`src/rtl/i2cmm_pkg.sv`:
```
// Package for the two-byte-address I2C memory master.
// Holds phase, byte-stage, opcode and register index codes; no dependencies.
package i2cmm_pkg;

    localparam int PHASE_W = 3;
    localparam int STAGE_W = 3;

    typedef logic [PHASE_W-1:0] phase_t;
    typedef logic [STAGE_W-1:0] stage_t;
    typedef logic [1:0]         opcode_t;
    typedef logic [1:0]         cfg_index_t;

    // Bus sequencer phases
    localparam phase_t PH_IDLE  = 3'd0;
    localparam phase_t PH_START = 3'd1;
    localparam phase_t PH_TX    = 3'd2;
    localparam phase_t PH_ACK   = 3'd3;
    localparam phase_t PH_WAIT  = 3'd4;
    localparam phase_t PH_RX    = 3'd5;
    localparam phase_t PH_MACK  = 3'd6;
    localparam phase_t PH_STOP  = 3'd7;

    // Which byte of the frame is on the bus
    localparam stage_t ST_DEVW = 3'd0;
    localparam stage_t ST_AHI  = 3'd1;
    localparam stage_t ST_ALO  = 3'd2;
    localparam stage_t ST_DATA = 3'd3;
    localparam stage_t ST_DEVR = 3'd4;

    // Command codes
    localparam opcode_t OP_TICK  = 2'd0;
    localparam opcode_t OP_WRITE = 2'd1;
    localparam opcode_t OP_READ  = 2'd2;
    localparam opcode_t OP_DATA  = 2'd3;

    // Register indexes
    localparam cfg_index_t CFG_WRITE_DEV   = 2'd0;
    localparam cfg_index_t CFG_READ_DEV    = 2'd1;
    localparam cfg_index_t CFG_ACK_TIMEOUT = 2'd2;
    localparam cfg_index_t CFG_QUARTER     = 2'd3;

    localparam logic [7:0] RESET_WRITE_DEV   = 8'd160;
    localparam logic [7:0] RESET_READ_DEV    = 8'd161;
    localparam logic [7:0] RESET_ACK_TIMEOUT = 8'd255;
    localparam logic [7:0] RESET_QUARTER     = 8'd2;
    localparam logic [7:0] TIMEOUT_MAX       = 8'd255;

endpackage

```
`src/rtl/i2c_memory_master_unit.sv`:
```
// Top level of the tick-driven I2C master for memories with two address bytes.
// Depends on i2cmm_pkg for phase, stage, opcode and register codes.
//
// Every accepted input transfer is one tick of the bus sequencer and yields
// exactly one result transfer carrying the bus levels (scl, sda_out,
// sda_drive) and flags as they stand after that tick. A bus bit slot has four
// quarters of quarter_ticks ticks each; SCL is low in quarters 0 and 1 and
// high in 2 and 3. A write command (opcode 1) sends START, the write device
// byte, the high address byte masked to 7 bits, the low address byte and then
// the data bytes; before each data byte the engine raises data_request, holds SCL
// low and waits for an opcode 3 tick that supplies the byte. A read command
// (opcode 2) sends the address phase, a repeated START and the read device
// byte, then shifts in bytes MSB first, ACKing all but the last, NACKing the
// last, and closes with STOP. Burst length 0 means 256 bytes. When the slave
// keeps SDA high in the ACK slot for ack_timeout ticks, the engine aborts,
// sends STOP and flags nack_error together with done_res. The next state and
// result of a tick are formed from the sequencer registers and the incoming
// transfer in one pass and land in the result register, so a new tick is
// accepted every cycle while the result side keeps up; in_ready drops only
// while an untaken result sits in the result register.
// Registers are written through the cfg port, one transfer per cycle, and are
// meant to change only while the engine is idle.
module i2c_memory_master_unit
    import i2cmm_pkg::*;
#(
    parameter int ADDR_BITS = 15
)
(
    input  logic                 clk,
    input  logic                 rst_n,

    input  logic                 cfg_valid,
    output logic                 cfg_ready,
    input  logic [1:0]           cfg_index,
    input  logic [7:0]           cfg_data,

    input  logic                 in_valid,
    output logic                 in_ready,
    input  logic [1:0]           opcode,
    input  logic [ADDR_BITS-1:0] mem_address,
    input  logic [7:0]           burst_length,
    input  logic [7:0]           write_data,
    input  logic                 sda_in,

    output logic                 out_valid,
    input  logic                 out_ready,
    output logic                 scl,
    output logic                 sda_out,
    output logic                 sda_drive,
    output logic [7:0]           read_data,
    output logic                 read_valid,
    output logic                 data_request,
    output logic                 busy_res,
    output logic                 done_res,
    output logic                 nack_error
);

    // Configuration registers
    logic [7:0] write_dev_reg, read_dev_reg, ack_timeout_reg, quarter_ticks_reg;

    // Sequencer state
    phase_t                phase_reg, phase_next;
    stage_t                stage_reg, stage_next;
    logic [1:0]            qtr_reg, qtr_next;
    logic [7:0]            quarter_count_reg, quarter_count_next;
    logic [2:0]            bit_count_reg, bit_count_next;
    logic [7:0]            shift_reg, shift_next;
    logic [7:0]            bytes_left_reg, bytes_left_next;
    logic [ADDR_BITS-1:0]  address_reg, address_next;
    logic [7:0]            timeout_count_reg, timeout_count_next;
    logic                  is_read_reg, is_read_next;
    logic                  failed_reg, failed_next;

    // Result register
    logic                  out_valid_reg;
    logic                  scl_reg, sda_out_reg, sda_drive_reg;
    logic [7:0]            read_data_reg;
    logic                  read_valid_reg, data_request_reg, busy_reg, done_reg, nack_reg;

    logic                  scl_next, sda_out_next, sda_drive_next;
    logic [7:0]            read_data_next;
    logic                  read_valid_next, done_next, nack_next;

    logic                  in_fire;
    logic [7:0]            quarter_limit;
    logic [7:0]            qc_inc;
    logic                  quarter_done;
    logic [15:0]           addr_wide;
    logic [7:0]            timeout_inc;

    assign cfg_ready = 1'b1;
    assign in_ready  = !out_valid_reg || out_ready;
    assign in_fire   = in_valid && in_ready;

    // Zero quarter length behaves as one tick
    assign quarter_limit = (quarter_ticks_reg == 8'd0) ? 8'd1 : quarter_ticks_reg;
    assign qc_inc        = quarter_count_reg + 8'd1;
    assign quarter_done  = (qc_inc >= quarter_limit);
    assign addr_wide     = 16'(address_reg);
    assign timeout_inc   = (timeout_count_reg < TIMEOUT_MAX) ? timeout_count_reg + 8'd1
                                                             : timeout_count_reg;

    // Next sequencer state for one tick
    always_comb
    begin
        phase_next         = phase_reg;
        stage_next         = stage_reg;
        qtr_next           = qtr_reg;
        quarter_count_next = quarter_count_reg;
        bit_count_next     = bit_count_reg;
        shift_next         = shift_reg;
        bytes_left_next    = bytes_left_reg;
        address_next       = address_reg;
        timeout_count_next = timeout_count_reg;
        is_read_next       = is_read_reg;
        failed_next        = failed_reg;
        read_valid_next    = 1'b0;
        read_data_next     = 8'd0;
        done_next          = 1'b0;
        nack_next          = 1'b0;

        case (phase_reg)
            PH_IDLE:
            begin
                if (opcode == OP_WRITE || opcode == OP_READ)
                begin
                    address_next       = mem_address;
                    bytes_left_next    = burst_length - 8'd1;
                    is_read_next       = (opcode == OP_READ);
                    stage_next         = ST_DEVW;
                    failed_next        = 1'b0;
                    phase_next         = PH_START;
                    qtr_next           = 2'd0;
                    quarter_count_next = 8'd0;
                    bit_count_next     = 3'd0;
                end
            end
            PH_START:
            begin
                if (quarter_done)
                begin
                    quarter_count_next = 8'd0;
                    if (qtr_reg != 2'd3)
                        qtr_next = qtr_reg + 2'd1;
                    else
                    begin
                        shift_next     = (stage_reg == ST_DEVR) ? read_dev_reg : write_dev_reg;
                        phase_next     = PH_TX;
                        qtr_next       = 2'd0;
                        bit_count_next = 3'd0;
                    end
                end
                else
                    quarter_count_next = qc_inc;
            end
            PH_TX:
            begin
                if (quarter_done)
                begin
                    quarter_count_next = 8'd0;
                    if (qtr_reg != 2'd3)
                        qtr_next = qtr_reg + 2'd1;
                    else if (bit_count_reg != 3'd7)
                    begin
                        bit_count_next = bit_count_reg + 3'd1;
                        shift_next     = {shift_reg[6:0], 1'b0};
                        qtr_next       = 2'd0;
                    end
                    else
                    begin
                        phase_next         = PH_ACK;
                        qtr_next           = 2'd0;
                        bit_count_next     = 3'd0;
                        timeout_count_next = 8'd0;
                    end
                end
                else
                    quarter_count_next = qc_inc;
            end
            PH_ACK:
            begin
                if (qtr_reg == 2'd2 && sda_in)
                begin
                    // Stretch the high quarter while the slave withholds ACK
                    timeout_count_next = timeout_inc;
                    if (timeout_inc >= ack_timeout_reg)
                    begin
                        failed_next        = 1'b1;
                        phase_next         = PH_STOP;
                        qtr_next           = 2'd0;
                        quarter_count_next = 8'd0;
                        bit_count_next     = 3'd0;
                    end
                end
                else if (quarter_done)
                begin
                    quarter_count_next = 8'd0;
                    if (qtr_reg != 2'd3)
                        qtr_next = qtr_reg + 2'd1;
                    else
                    begin
                        qtr_next       = 2'd0;
                        bit_count_next = 3'd0;
                        case (stage_reg)
                            ST_DEVW:
                            begin
                                shift_next = {1'b0, addr_wide[14:8]};
                                stage_next = ST_AHI;
                                phase_next = PH_TX;
                            end
                            ST_AHI:
                            begin
                                shift_next = addr_wide[7:0];
                                stage_next = ST_ALO;
                                phase_next = PH_TX;
                            end
                            ST_ALO:
                            begin
                                if (is_read_reg)
                                begin
                                    stage_next = ST_DEVR;
                                    phase_next = PH_START;
                                end
                                else
                                begin
                                    stage_next = ST_DATA;
                                    phase_next = PH_WAIT;
                                end
                            end
                            ST_DATA:
                            begin
                                if (bytes_left_reg == 8'd0)
                                    phase_next = PH_STOP;
                                else
                                begin
                                    bytes_left_next = bytes_left_reg - 8'd1;
                                    phase_next      = PH_WAIT;
                                end
                            end
                            default:
                                phase_next = PH_RX;
                        endcase
                    end
                end
                else
                    quarter_count_next = qc_inc;
            end
            PH_WAIT:
            begin
                if (opcode == OP_DATA)
                begin
                    shift_next         = write_data;
                    phase_next         = PH_TX;
                    qtr_next           = 2'd0;
                    quarter_count_next = 8'd0;
                    bit_count_next     = 3'd0;
                end
            end
            PH_RX:
            begin
                if (quarter_done)
                begin
                    quarter_count_next = 8'd0;
                    // Sample at the end of the first high quarter
                    if (qtr_reg == 2'd2)
                        shift_next = {shift_reg[6:0], sda_in};
                    if (qtr_reg != 2'd3)
                        qtr_next = qtr_reg + 2'd1;
                    else if (bit_count_reg != 3'd7)
                    begin
                        bit_count_next = bit_count_reg + 3'd1;
                        qtr_next       = 2'd0;
                    end
                    else
                    begin
                        read_valid_next = 1'b1;
                        read_data_next  = shift_reg;
                        phase_next      = PH_MACK;
                        qtr_next        = 2'd0;
                        bit_count_next  = 3'd0;
                    end
                end
                else
                    quarter_count_next = qc_inc;
            end
            PH_MACK:
            begin
                if (quarter_done)
                begin
                    quarter_count_next = 8'd0;
                    if (qtr_reg != 2'd3)
                        qtr_next = qtr_reg + 2'd1;
                    else
                    begin
                        qtr_next       = 2'd0;
                        bit_count_next = 3'd0;
                        if (bytes_left_reg == 8'd0)
                            phase_next = PH_STOP;
                        else
                        begin
                            bytes_left_next = bytes_left_reg - 8'd1;
                            phase_next      = PH_RX;
                        end
                    end
                end
                else
                    quarter_count_next = qc_inc;
            end
            PH_STOP:
            begin
                if (quarter_done)
                begin
                    quarter_count_next = 8'd0;
                    if (qtr_reg != 2'd3)
                        qtr_next = qtr_reg + 2'd1;
                    else
                    begin
                        done_next      = 1'b1;
                        nack_next      = failed_reg;
                        phase_next     = PH_IDLE;
                        qtr_next       = 2'd0;
                        bit_count_next = 3'd0;
                    end
                end
                else
                    quarter_count_next = qc_inc;
            end
            default:
            begin
                phase_next         = PH_IDLE;
                qtr_next           = 2'd0;
                quarter_count_next = 8'd0;
                bit_count_next     = 3'd0;
            end
        endcase
    end

    // Bus levels follow the state after the tick
    always_comb
    begin
        scl_next       = 1'b1;
        sda_out_next   = 1'b1;
        sda_drive_next = 1'b0;
        case (phase_next)
            PH_START:
            begin
                scl_next       = (qtr_next == 2'd1) || (qtr_next == 2'd2);
                sda_out_next   = !qtr_next[1];
                sda_drive_next = 1'b1;
            end
            PH_TX:
            begin
                scl_next       = qtr_next[1];
                sda_out_next   = shift_next[7];
                sda_drive_next = 1'b1;
            end
            PH_MACK:
            begin
                scl_next       = qtr_next[1];
                sda_out_next   = (bytes_left_next == 8'd0);
                sda_drive_next = 1'b1;
            end
            PH_ACK, PH_RX:
            begin
                scl_next = qtr_next[1];
            end
            PH_WAIT:
            begin
                scl_next = 1'b0;
            end
            PH_STOP:
            begin
                scl_next       = (qtr_next != 2'd0);
                sda_out_next   = qtr_next[1];
                sda_drive_next = 1'b1;
            end
            default:
            begin
                scl_next = 1'b1;
            end
        endcase
    end

    // Configuration writes
    always_ff @(posedge clk or negedge rst_n)
    begin
        if (!rst_n)
        begin
            write_dev_reg     <= RESET_WRITE_DEV;
            read_dev_reg      <= RESET_READ_DEV;
            ack_timeout_reg   <= RESET_ACK_TIMEOUT;
            quarter_ticks_reg <= RESET_QUARTER;
        end
        else if (cfg_valid && cfg_ready)
        begin
            case (cfg_index)
                CFG_WRITE_DEV:   write_dev_reg     <= cfg_data;
                CFG_READ_DEV:    read_dev_reg      <= cfg_data;
                CFG_ACK_TIMEOUT: ack_timeout_reg   <= cfg_data;
                CFG_QUARTER:     quarter_ticks_reg <= cfg_data;
                default:         write_dev_reg     <= write_dev_reg;
            endcase
        end
    end

    // Advance the sequencer on each accepted tick
    always_ff @(posedge clk or negedge rst_n)
    begin
        if (!rst_n)
        begin
            phase_reg         <= PH_IDLE;
            stage_reg         <= ST_DEVW;
            qtr_reg           <= 2'd0;
            quarter_count_reg <= 8'd0;
            bit_count_reg     <= 3'd0;
            shift_reg         <= 8'd0;
            bytes_left_reg    <= 8'd0;
            address_reg       <= '0;
            timeout_count_reg <= 8'd0;
            is_read_reg       <= 1'b0;
            failed_reg        <= 1'b0;
        end
        else if (in_fire)
        begin
            phase_reg         <= phase_next;
            stage_reg         <= stage_next;
            qtr_reg           <= qtr_next;
            quarter_count_reg <= quarter_count_next;
            bit_count_reg     <= bit_count_next;
            shift_reg         <= shift_next;
            bytes_left_reg    <= bytes_left_next;
            address_reg       <= address_next;
            timeout_count_reg <= timeout_count_next;
            is_read_reg       <= is_read_next;
            failed_reg        <= failed_next;
        end
    end

    // Result register: load on a tick, drop valid once the transfer is taken
    always_ff @(posedge clk or negedge rst_n)
    begin
        if (!rst_n)
        begin
            out_valid_reg    <= 1'b0;
            scl_reg          <= 1'b1;
            sda_out_reg      <= 1'b1;
            sda_drive_reg    <= 1'b0;
            read_data_reg    <= 8'd0;
            read_valid_reg   <= 1'b0;
            data_request_reg <= 1'b0;
            busy_reg         <= 1'b0;
            done_reg         <= 1'b0;
            nack_reg         <= 1'b0;
        end
        else if (in_fire)
        begin
            out_valid_reg    <= 1'b1;
            scl_reg          <= scl_next;
            sda_out_reg      <= sda_out_next;
            sda_drive_reg    <= sda_drive_next;
            read_data_reg    <= read_data_next;
            read_valid_reg   <= read_valid_next;
            data_request_reg <= (phase_next == PH_WAIT);
            busy_reg         <= (phase_next != PH_IDLE);
            done_reg         <= done_next;
            nack_reg         <= nack_next;
        end
        else if (out_ready)
            out_valid_reg <= 1'b0;
    end

    assign out_valid    = out_valid_reg;
    assign scl          = scl_reg;
    assign sda_out      = sda_out_reg;
    assign sda_drive    = sda_drive_reg;
    assign read_data    = read_data_reg;
    assign read_valid   = read_valid_reg;
    assign data_request = data_request_reg;
    assign busy_res     = busy_reg;
    assign done_res     = done_reg;
    assign nack_error   = nack_reg;

`ifndef SYNTH
    // Every accepted tick leaves a result waiting
    a_tick_gives_result: assert property (@(posedge clk) disable iff (!rst_n)
        in_fire |=> out_valid_reg)
        else $error("accepted tick produced no result");

    // An abort is only reported on the closing STOP
    a_nack_with_done: assert property (@(posedge clk) disable iff (!rst_n)
        nack_reg |-> done_reg)
        else $error("nack_error without done_res");

    // Completion returns the engine to idle
    a_done_idle: assert property (@(posedge clk) disable iff (!rst_n)
        done_reg |-> (!busy_reg && phase_reg == PH_IDLE))
        else $error("done_res while still busy");

    // A received byte is followed by the master driving ACK or NACK
    a_rx_then_mack: assert property (@(posedge clk) disable iff (!rst_n)
        read_valid_reg |-> (sda_drive_reg && phase_reg == PH_MACK))
        else $error("read byte not followed by master acknowledge");

    // While waiting for a write byte the clock is held low and SDA released
    a_wait_bus: assert property (@(posedge clk) disable iff (!rst_n)
        data_request_reg |-> (!scl_reg && !sda_drive_reg))
        else $error("bus not parked while waiting for data");
`endif

endmodule
```
`config.mk`:
```
export PLATFORM = sky130hd
export DESIGN_NAME = i2c_memory_master_unit
export DESIGN_NICKNAME = d
export VERILOG_FILES = /design/src/rtl/i2cmm_pkg.sv /design/src/rtl/i2c_memory_master_unit.sv
export SDC_FILE = /design/constraint.sdc
export NUM_CORES = 1
export LEC_CHECK = 0
export ABC_AREA = 0
export BUFFER_PORTS_ARGS = -buffer_cell sky130_fd_sc_hd__buf_2
export CAP_MARGIN = 10
export CORE_UTILIZATION = 30
export DETAILED_ROUTE_END_ITERATION = 12
export REMOVE_ABC_BUFFERS = 1
export SYNTH_ARGS = -nofsm -noshare
export SYNTH_HDL_FRONTEND = slang
export SYNTH_SLANG_ARGS = --single-unit
export TNS_END_PERCENT = 20
```
`constraint.sdc`:
```
create_clock -name clk -period 10.6 [get_ports clk]
set_input_delay 1.06 -clock clk [delete_from_list [all_inputs] [get_ports clk]]
set_output_delay 1.06 -clock clk [all_outputs]
set_load 0.01 [all_outputs]
```
==> impl_metrics.json, run 1 <==
{
  "fmax_ghz": 0.243,
  "cts_hold_buf": 0,
  "drv_slew": 0,
  "power_leakage_nw": 3.34,
  "tns_ps": 0,
  "cts_resized": 0,
  "nNetsFinal": 820,
  "overflow": 0,
  "drc_errors": 0,
  "first_iter_violations": 376,
  "cts_tree": "done",
  "die_w_um": 152,
  "synthArstFlopShare_pct": 100,
  "via_count": 5623,
  "hold_violations": 0,
  "syn_avg_cell_area_um2": 9.71,
  "drive_above_1_share_pct": 25.4,
  "yosys-top-cells-area": "dfrtp_1 (34%), mux2_2 (11%), dfstp_2 (6.2%), ha_1 (5.0%), nand2_1 (4.1%)",
  "crit_arrival_ps": 4410,
  "ff2ff_setup_slack_ps": 6490,
  "yosys_warnings": 0,
  "synth.largest_area_cell": "dfrtp_1",
  "io_pins": 68,
  "irDropWorstVdd_v": 0.0000902,
  "ant_nets": 0,
  "die_area_um2": 23100,
  "place_congestion": 0.890,
  "synth_flop_cell": "dfrtp_1",
  "worst_setup_path_start_kind": "flop",
  "setup_slack_ps": 6490,
  "status": "finished, final reports clean",
  "crit_fanout": 11,
  "grt_max_degree": 62,
  "first_global_vias": 5519,
  "core-area_um2": 22000,
  "setup_violations": 0,
  "synth_seq_area_share_pct": 40.7,
  "wire_per_inst_um": 17.2,
  "netlist_instances": 696,
  "cts_setup_buffers": 0,
  "hpwl_um": 13000,
  "maxCapViolCount": 0,
  "grt_setup_unrepaired": "false",
  "syn_to_final_growth_pct": 13.0,
  "ys_ff_latch": 109,
  "worstSetupPathType": "flop to flop",
  "grtUsageTotal_pct": 15.7,
  "wl_um": 17700,
  "cts_root_buffer": "clkbuf_16",
  "grt_pass1_wl_um": 29200,
  "synth_cell_types": 80,
  "post-place-ws_ps": 6530,
  "syn-cell-area_um2": 6760,
  "required_ps": 10900,
  "numCtsBuffers": 9,
  "synth_edf_count": 0,
  "fin_worst_skew_ps": 9.75,
  "initial_core_util_pct": 30.8,
  "period_share_pct": 38.8,
  "clockBufferDepth": 2,
  "finalCriticalPeriod_ps": 4110,
  "worst_pin_slew_ps": 938,
  "post-synth-top-area-fraction_pct": 34.4,
  "relSlewSlack_pct": 37.0,
  "rows": 54,
  "path_clk_slew_ps": 80,
  "portBuffers": 66,
  "viasPerCell": 5.46,
  "firstDrtPassIters": 5,
  "antenna_cells": 0,
  "insertion_delay_ps": 370,
  "die_h_um": 152,
  "power_density_nw_per_um2": 208,
  "cts_max_level": 3,
  "endpoint_kind": "flop",
  "grt_antenna_before_repair": 0,
  "clock_sinks": 109,
  "largest_reg_flops": 15,
  "hold_class": "flop to flop"
}
==> critical path: stages (launching register included) <==
cell and delay [ps]:
dfrtp_1 430, ha_1 270, nand3_1 140, nor2_1 150, xor2_1 230, ha_1 280
a21o_1 200, a21o_1 250, a21o_1 200, nor2_1 570, nand2_1 220, nand2b_1 160
a21oi_1 120, ha_1 300, nor2_1 40, o32a_1 310, a31oi_1 160
==> Yosys cell counts (5+ instances only) <==
library cell	number
a221oi_1	7
buf_2	8
inv_1	26
or3_1	6
a22o_1	20
clkbuf_1	21
ha_1	27
nor3_1	10
mux2_2	64
xnor2_1	9
nand4_1	8
nand2b_1	11
dfstp_2	16
a21o_1	8
a21oi_1	27
o31ai_1	5
xor2_1	11
a31oi_1	7
o211ai_1	6
o21a_1	5
and3_1	7
dfrtp_1	93
a32o_1	9
nand3_1	29
nand2_1	73
a211oi_1	5
o21ai_0	46
nor2_1	47
==> layer usage <==
metal	global-route usage (%)	vias up	share of wire, %
met1	21.7	2713	48
met4	6.71	0	2.4
met3	2.57	28	5.7
li1	-	2680	-
met2	24.4	202	44
met5	0	-	0
==> through the flow <==
stage	cells	hold slack (ps)	utilization, %	power [mW]	instance area [um^2]
final	1029	477	34.8	1.58	7630
after global placement	1013	450	33.4	1.23	7330
after floorplan	662	449	-	1.04	6610
after CTS	1029	486	34.8	1.59	7630
after detailed placement	1013	468	33.4	1.23	7330
after global routing	1029	497	34.8	1.69	7630
==> layout make-up <==
class | count | area, um^2
fill | 2237 | 14300
multi-input combinational | 526 | 3760
sequential | 109 | 2750
timing repair buffer | 71 | 370
tap | 280 | 350
clock buffer | 9 | 225
inverter | 27 | 101
clock inverter | 7 | 82.6
==> report_power, final <==
group / switching, mW / total [mW] / internal, mW
clock network: 0.183 / 0.351 / 0.169
logic: 0.343 / 0.604 / 0.261
registers: 0.108 / 0.629 / 0.520
total: 0.634 / 1.58 / 0.950
==> cells in the final DEF, fill, tap and decap left out, types with 7 or more instances in the layout <==
master	n
nand3_1	29
nand2_1	73
a21oi_1	27
mux2_2	64
a22o_1	20
buf_2	65
clkbuf_16	9
xnor2_1	9
dfrtp_1	93
nor3_1	10
nor2_1	47
a31oi_1	7
and3_1	7
nand4_1	8
a32o_1	9
nand2b_1	11
o21ai_0	46
a221oi_1	7
a21o_1	8
xor2_1	11
dfstp_2	16
ha_1	27
inv_1	26
==> worst paths after layout <==
| check | start | endpoint | depth (start not counted) |
|---|---|---|---|
| min in group asynchronous | rst_n | quarter_ticks_reg[0]$_DFFE_PN0P_ | 1 |
| setup reg to reg | quarter_count_reg[0]$_DFFE_PN0P_ | scl$_DFFE_PN1P_ | 16 |
| setup / recovery | quarter_count_reg[0]$_DFFE_PN0P_ | scl$_DFFE_PN1P_ | 16 |
| hold reg to reg | read_valid$_DFFE_PN0P_ | read_valid$_DFFE_PN0P_ | 1 |
| max in group asynchronous | rst_n | bit_count_reg[0]$_DFFE_PN0P_ | 2 |
| hold / removal | read_valid$_DFFE_PN0P_ | read_valid$_DFFE_PN0P_ | 1 |
==> cells by family (layout without fill, tap and decap cells) <==
family                     Yosys count  count (layout)  synth area share, %
AOI/OAI and AO/OA                  185             185                 20.0
xor gates and xnor gates            20              20                 2.59
adders and majority gates           27              27                 5.00
buffers and inverters               61             114                 3.76
DFF                                109             109                 40.7
muxes                               69              69                 11.4
other                                1               1               0.0555
and+or+nand+nor                    224             224                 16.5
Power figures use the tool's default switching activity.
==> inputs of run 2 (changes only) <==
==> constraint.sdc (replaced) <==
create_clock -name clk -period 4.2 [get_ports clk]
set_input_delay 0.42 -clock clk [delete_from_list [all_inputs] [get_ports clk]]
set_output_delay 0.42 -clock clk [all_outputs]
set_load 0.01 [all_outputs]
==> run 2 against run 1 <==
Net effect: count of clock-buffer cells in the layout increased by 1; routed wire length up 0.23%; sequential cell count unchanged; largest power group unchanged.
==> impl_metrics.json, run 2 (same netlist as run 1, synthesis figures left out) <==
{
  "status": "finished, final reports clean",
  "rows": 54,
  "mostFrequentLayoutCell": "dfrtp_1",
  "wire_per_inst_um": 17.1,
  "irDropWorstVdd_v": 0.000263,
  "hold_violations": 0,
  "drc_errors": 0,
  "worst_setup_path_start_kind": "flop",
  "clockBufferDepth": 2,
  "holdWs_ps": 35.0,
  "die_w_um": 152,
  "finalNonFillerCells": 1041,
  "place_congestion": 0.937,
  "fill_cells": 2208,
  "clock_sinks": 109,
  "period_share_pct": 92.2,
  "wl_um": 17800,
  "firstDrtPassIters": 5,
  "syn_to_final_growth_pct": 14.9,
  "drive_above_1_share_pct": 26.7,
  "cts_max_level": 3,
  "finalCriticalPeriod_ps": 3870,
  "drv_slew": 0,
  "hold_class": "primary input to async pin",
  "grt_max_degree": 42,
  "insertion_delay_ps": 360,
  "final_cell_mix": "dfrtp_1 (93), nand2_1 (73), buf_2 (65)",
  "io_pins": 68,
  "die_area_um2": 23100,
  "power_density_nw_per_um2": 530,
  "tns_ps": 0,
  "grtUsageTotal_pct": 15.8,
  "antenna_cells": 0,
  "cts_setup_buffers": 0,
  "power_leakage_nw": 3.42,
  "endpoint_kind": "flop",
  "first_global_vias": 5389,
  "crit_arrival_ps": 4160,
  "grt_pass1_wl_um": 29100,
  "core-area_um2": 22000,
  "dp.cells": 1025,
  "fin_worst_skew_ps": 6.84,
  "cts_tree": "done",
  "relSlewSlack_pct": 31.8,
  "largest_reg_flops": 15,
  "post-place-ws_ps": 300,
  "via_count": 5628,
  "setup_slack_ps": 329,
  "cts_root_buffer": "clkbuf_16",
  "hpwl_um": 13400,
  "initial_core_util_pct": 30.8,
  "viasPerCell": 5.41,
  "worst_path_largest_cell_delay_ps": 510,
  "multi_input_area_um2": 3760,
  "nNetsFinal": 832,
  "required_ps": 4490,
  "path_clk_slew_ps": 80,
  "worstSetupPathType": "flop to flop",
  "crit_family": "simple AND/OR/NAND/NOR gates",
  "grt_antenna_before_repair": 0,
  "overflow": 0,
  "fmax_ghz": 0.258,
  "crit_path_top_delay_cell": "or4_1",
  "seqCellArea_um2": 2750,
  "crit_fanout": 7,
  "die_h_um": 152,
  "numCtsBuffers": 9,
  "maxCapViolCount": 0,
  "ant_nets": 0,
  "first_iter_violations": 425,
  "portBuffers": 66,
  "cpMostUsedCell": "ha_1",
  "cp_num_buf_inv": 0,
  "worst_pin_slew_ps": 1020,
  "grt_setup_unrepaired": "false",
  "setup_violations": 0,
  "crit_chain": "ha_1, nand2_1, nor2_1, nand3_2, nand4_1, xnor2_1, ha_1, or4_1, a21oi_1, o31a_1, nand4_1, o21ai_0, nand2b_1, a21oi_1, ha_1, nor2_1, o32a_1, a31oi_1"
}
[run 2: cell count changes in the layout (fill, tap and decap cells not counted), sizes merged]
cell,previous run,this run
inv,29,28
clkbuf,9,10
clkinv,4,2
buf,71,83
bufinv,0,2
[run 2: layout make-up]
cell class | count | share of cell area [%]
clock buffer | 10 | 3.08
sequential | 109 | 35.4
clock inverter | 6 | 1.34
timing repair buffer | 83 | 5.93
tap | 280 | 4.51
inverter | 27 | 1.31
multi-input combinational | 526 | 48.4
[run 2: routing by layer]
layer	vias to the layer above	global-route usage [%]	share of wire (%)
met2	177	24.9	46
met5	-	0	0
met4	0	5.30	1.6
li1	2697	-	-
met1	2732	21.9	48
met3	22	2.71	4.9
[run 2: path summary, 6_finish.rpt]
path,start,to,slack [ps],cells past startpoint
setup / recovery,timeout_count_reg[0]$_DFFE_PN0P_,scl$_DFFE_PN1P_,330,18
hold / removal,rst_n,timeout_count_reg[1]$_DFFE_PN0P_,30,1
setup reg to reg,timeout_count_reg[0]$_DFFE_PN0P_,scl$_DFFE_PN1P_,330,18
hold reg to reg,nack_error$_DFFE_PN0P_,nack_error$_DFFE_PN0P_,470,2
max in group asynchronous,rst_n,sda_out$_DFFE_PN1P_,3250,2
min in group clk,mem_address[9],address_reg[9]$_DFFE_PN0P_,270,2
[run 2: metrics by stage]
stage          power (mW)  util [%]  instance area [um^2]
2_1_floorplan        2.63         -                  6610
3_3_place_gp         3.12      33.8                  7420
3_5_place_dp         3.14      33.8                  7420
4_1_cts              4.12      35.3                  7760
5_1_grt              4.38      35.4                  7760
6_report             4.12      35.4                  7760
[run 2: power breakdown]
part,total [mW],internal (mW),switching (mW)
clock,0.975,0.551,0.423
combinational,1.55,0.682,0.871
sequential,1.59,1.31,0.274
total,4.12,2.55,1.57
[run 2: timing repair]
action	CTS	global route
hold buffers	0	0
setup endpoints to repair	0	1
resized for setup	0	1
==> inputs of run 3 (changes only) <==
--- a/config.mk
+++ b/config.mk
@@ -5,7 +5,7 @@
 export SDC_FILE = /design/constraint.sdc
 export NUM_CORES = 1
 export LEC_CHECK = 0
-export ABC_AREA = 0
+export ABC_AREA = 1
 export BUFFER_PORTS_ARGS = -buffer_cell sky130_fd_sc_hd__buf_2
 export CAP_MARGIN = 10
 export CORE_UTILIZATION = 30
==> run 3 against run 2 <==
Net effect: worst setup slack improved by 400 ps; final cell count up 25%; clock power fell by 8.2%; first-iteration DRC count grew 15%; highest routed layer unchanged; largest power group is now combinational logic; area after synthesis is 3.1% higher.
==> impl_metrics.json, run 3 <==
{
  "status": "finished, final reports clean",
  "worst_pin_slew_ps": 680,
  "p_sw_mw": 2.07,
  "fill_cells": 2455,
  "placed_area_um2": 7580,
  "post-synth-top-area-fraction_pct": 33.4,
  "worst_setup_path_start_kind": "flop",
  "hold_violations": 0,
  "worstSetupPathType": "flop to flop",
  "first_global_vias": 6092,
  "wire_per_inst_um": 14.5,
  "finalCriticalPeriod_ps": 3470,
  "yosys-top-cells-area": "dfrtp_1 (33%), nand2_1 (13%), o21ai_0 (8.7%), inv_1 (7.6%), dfstp_2 (6.0%)",
  "setup_violations": 0,
  "die_w_um": 154,
  "clockBufferDepth": 2,
  "rows": 55,
  "power_leakage_nw": 3.93,
  "total_power_mw": 4.59,
  "synth_flop_cell": "dfrtp_1",
  "grt_antenna_before_repair": 0,
  "nNetsFinal": 1088,
  "cts_setup_buffers": 0,
  "grtUsageTotal_pct": 16.6,
  "synth_most_common_cell": "nand2_1",
  "place_congestion": 0.901,
  "fin_worst_skew_ps": 11.4,
  "initial_core_util_pct": 30.7,
  "firstDrtPassIters": 5,
  "largest_reg_flops": 15,
  "required_ps": 4510,
  "grt_setup_unrepaired": "false",
  "hold_class": "primary input to async pin",
  "drv_slew": 0,
  "die_area_um2": 23800,
  "portBuffers": 66,
  "drive_above_1_share_pct": 16.7,
  "grt_max_degree": 53,
  "ys_ff_latch": 109,
  "overflow": 0,
  "first_iter_violations": 490,
  "fmax_ghz": 0.288,
  "grt_pass1_wl_um": 31100,
  "irDropWorstVdd_v": 0.000196,
  "drc_errors": 0,
  "io_pins": 68,
  "via_count": 6433,
  "power_density_nw_per_um2": 582,
  "maxCapViolCount": 0,
  "cts_max_level": 3,
  "swShare_pct": 45.2,
  "synth_seq_area_share_pct": 39.4,
  "tns_ps": 0,
  "cts_root_buffer": "clkbuf_16",
  "ant_nets": 0,
  "mostFrequentLayoutCell": "nand2_1",
  "syn_to_final_growth_pct": 13.2,
  "antenna_cells": 0,
  "syn_avg_cell_area_um2": 7.33,
  "hpwl_um": 14400,
  "cts_resized": 0,
  "synthArstFlopShare_pct": 100,
  "crit_fanout": 8,
  "post-place-ws_ps": 763,
  "crit_arrival_ps": 3780,
  "fin_util_pct": 34.7,
  "core-area_um2": 22700,
  "synth_cell_types": 53,
  "finalNonFillerCells": 1302,
  "clock_sinks": 109,
  "cts_hold_buf": 0,
  "synth_edf_count": 0,
  "path_clk_slew_ps": 80,
  "dp.cells": 1286,
  "wl_um": 18900,
  "numCtsBuffers": 9,
  "final_area_um2": 7880,
  "syn-cell-area_um2": 6970,
  "clkPwrFrac_pct": 19.5,
  "holdWs_ps": 75.3,
  "endpoint_kind": "flop",
  "combPwrFrac_pct": 46.3,
  "insertion_delay_ps": 380,
  "cts_tree": "done",
  "synth.largest_area_cell": "dfrtp_1",
  "netlist_instances": 950,
  "yosys_warnings": 0,
  "synth_common_cells": "nand2_1 (232), inv_1 (141), o21ai_0 (121), dfrtp_1 (93), nor2_1 (62)",
  "seq_power_share_pct": 34.2,
  "die_h_um": 154,
  "period_share_pct": 82.7,
  "p_int_mw": 2.51,
  "viasPerCell": 4.94,
  "final_cell_mix": "nand2_1 (232), inv_1 (141), o21ai_0 (121)",
  "relSlewSlack_pct": 54.7,
  "setup_slack_ps": 726
}
==> run 3: cell count changes in the layout (fill, tap and decap cells not counted), moves of 14 or more <==
cell,delta
o21ai_0,+75
nand3_1,+27
inv_1,+115
nand2_1,+159
nor2_1,+14
mux2_2,-60
a22o_1,-18
==> run 3: power by group through the flow <==
stage / registers, mW / logic [mW] / clock network (mW)
floorplan: 1.55 / 1.55 / 0
global placement: 1.58 / 2.10 / 0
detailed placement: 1.59 / 2.11 / 0
CTS: 1.57 / 2.12 / 0.918
global route: 1.61 / 2.44 / 0.957
finish: 1.57 / 2.12 / 0.895
==> run 3: worst paths after layout <==
path / depth (start not counted) / startpoint / slack [ps] / end
max: 23 / timeout_count_reg[0]$_DFFE_PN0P_ / 730 / scl$_DFFE_PN1P_
min: 1 / rst_n / 80 / timeout_count_reg[4]$_DFFE_PN0P_
max reg2reg: 23 / timeout_count_reg[0]$_DFFE_PN0P_ / 730 / scl$_DFFE_PN1P_
min reg2reg: 1 / busy_res$_DFFE_PN0P_ / 480 / busy_res$_DFFE_PN0P_
max in group asynchronous: 2 / rst_n / 3240 / bit_count_reg[1]$_DFFE_PN0P_
min in group clk: 3 / mem_address[5] / 250 / address_reg[5]$_DFFE_PN0P_
==> run 3: layout make-up <==
class,instances,area [um^2],area share [%]
clock buffers,10,239,3.03
well taps,285,357,4.52
flip-flops and latches,109,2750,34.9
inverters,156,593,7.52
repair buffers,72,378,4.79
clock inverters,6,63.8,0.809
multi-input cells,664,3510,44.5
==> run 3: kinds of logic after synthesis <==
group           Yosys count  synth area share, %
simple gates            419                 27.1
compound gates          202                 16.3
buf+inv                 177                 10.3
flops                   109                 39.4
fa+ha+maj                27                 4.85
xor+xnor                 10                 1.26
mux                       5                0.790
other cells               1               0.0538
==> run 3: routing by layer <==
layer	vias to the layer above	GRT usage (%)	wire, um
met1	3011	22.5	9020
met4	0	5.04	345
met2	173	26.8	8580
met3	22	3.36	954
met5	-	0	0
li1	3227	-	-
==> run 3: critical path, stage by stage, from the launching register on <==
cell and delay [ps]:
dfrtp_1 360, ha_1 140, inv_1 50, nor3_1 310, nand3_1 120, nor2_1 140
nand2_1 190, inv_1 120, nor3_1 50, a21oi_1 190, ha_1 290, a21oi_1 130
o21ai_0 90, nand2_1 90, nand4_1 120, nand3_1 110, nand3_1 80, o21ai_1 190
inv_1 80, ha_1 270, inv_1 30, o21ai_1 110, nor2_1 50, nor2_1 90
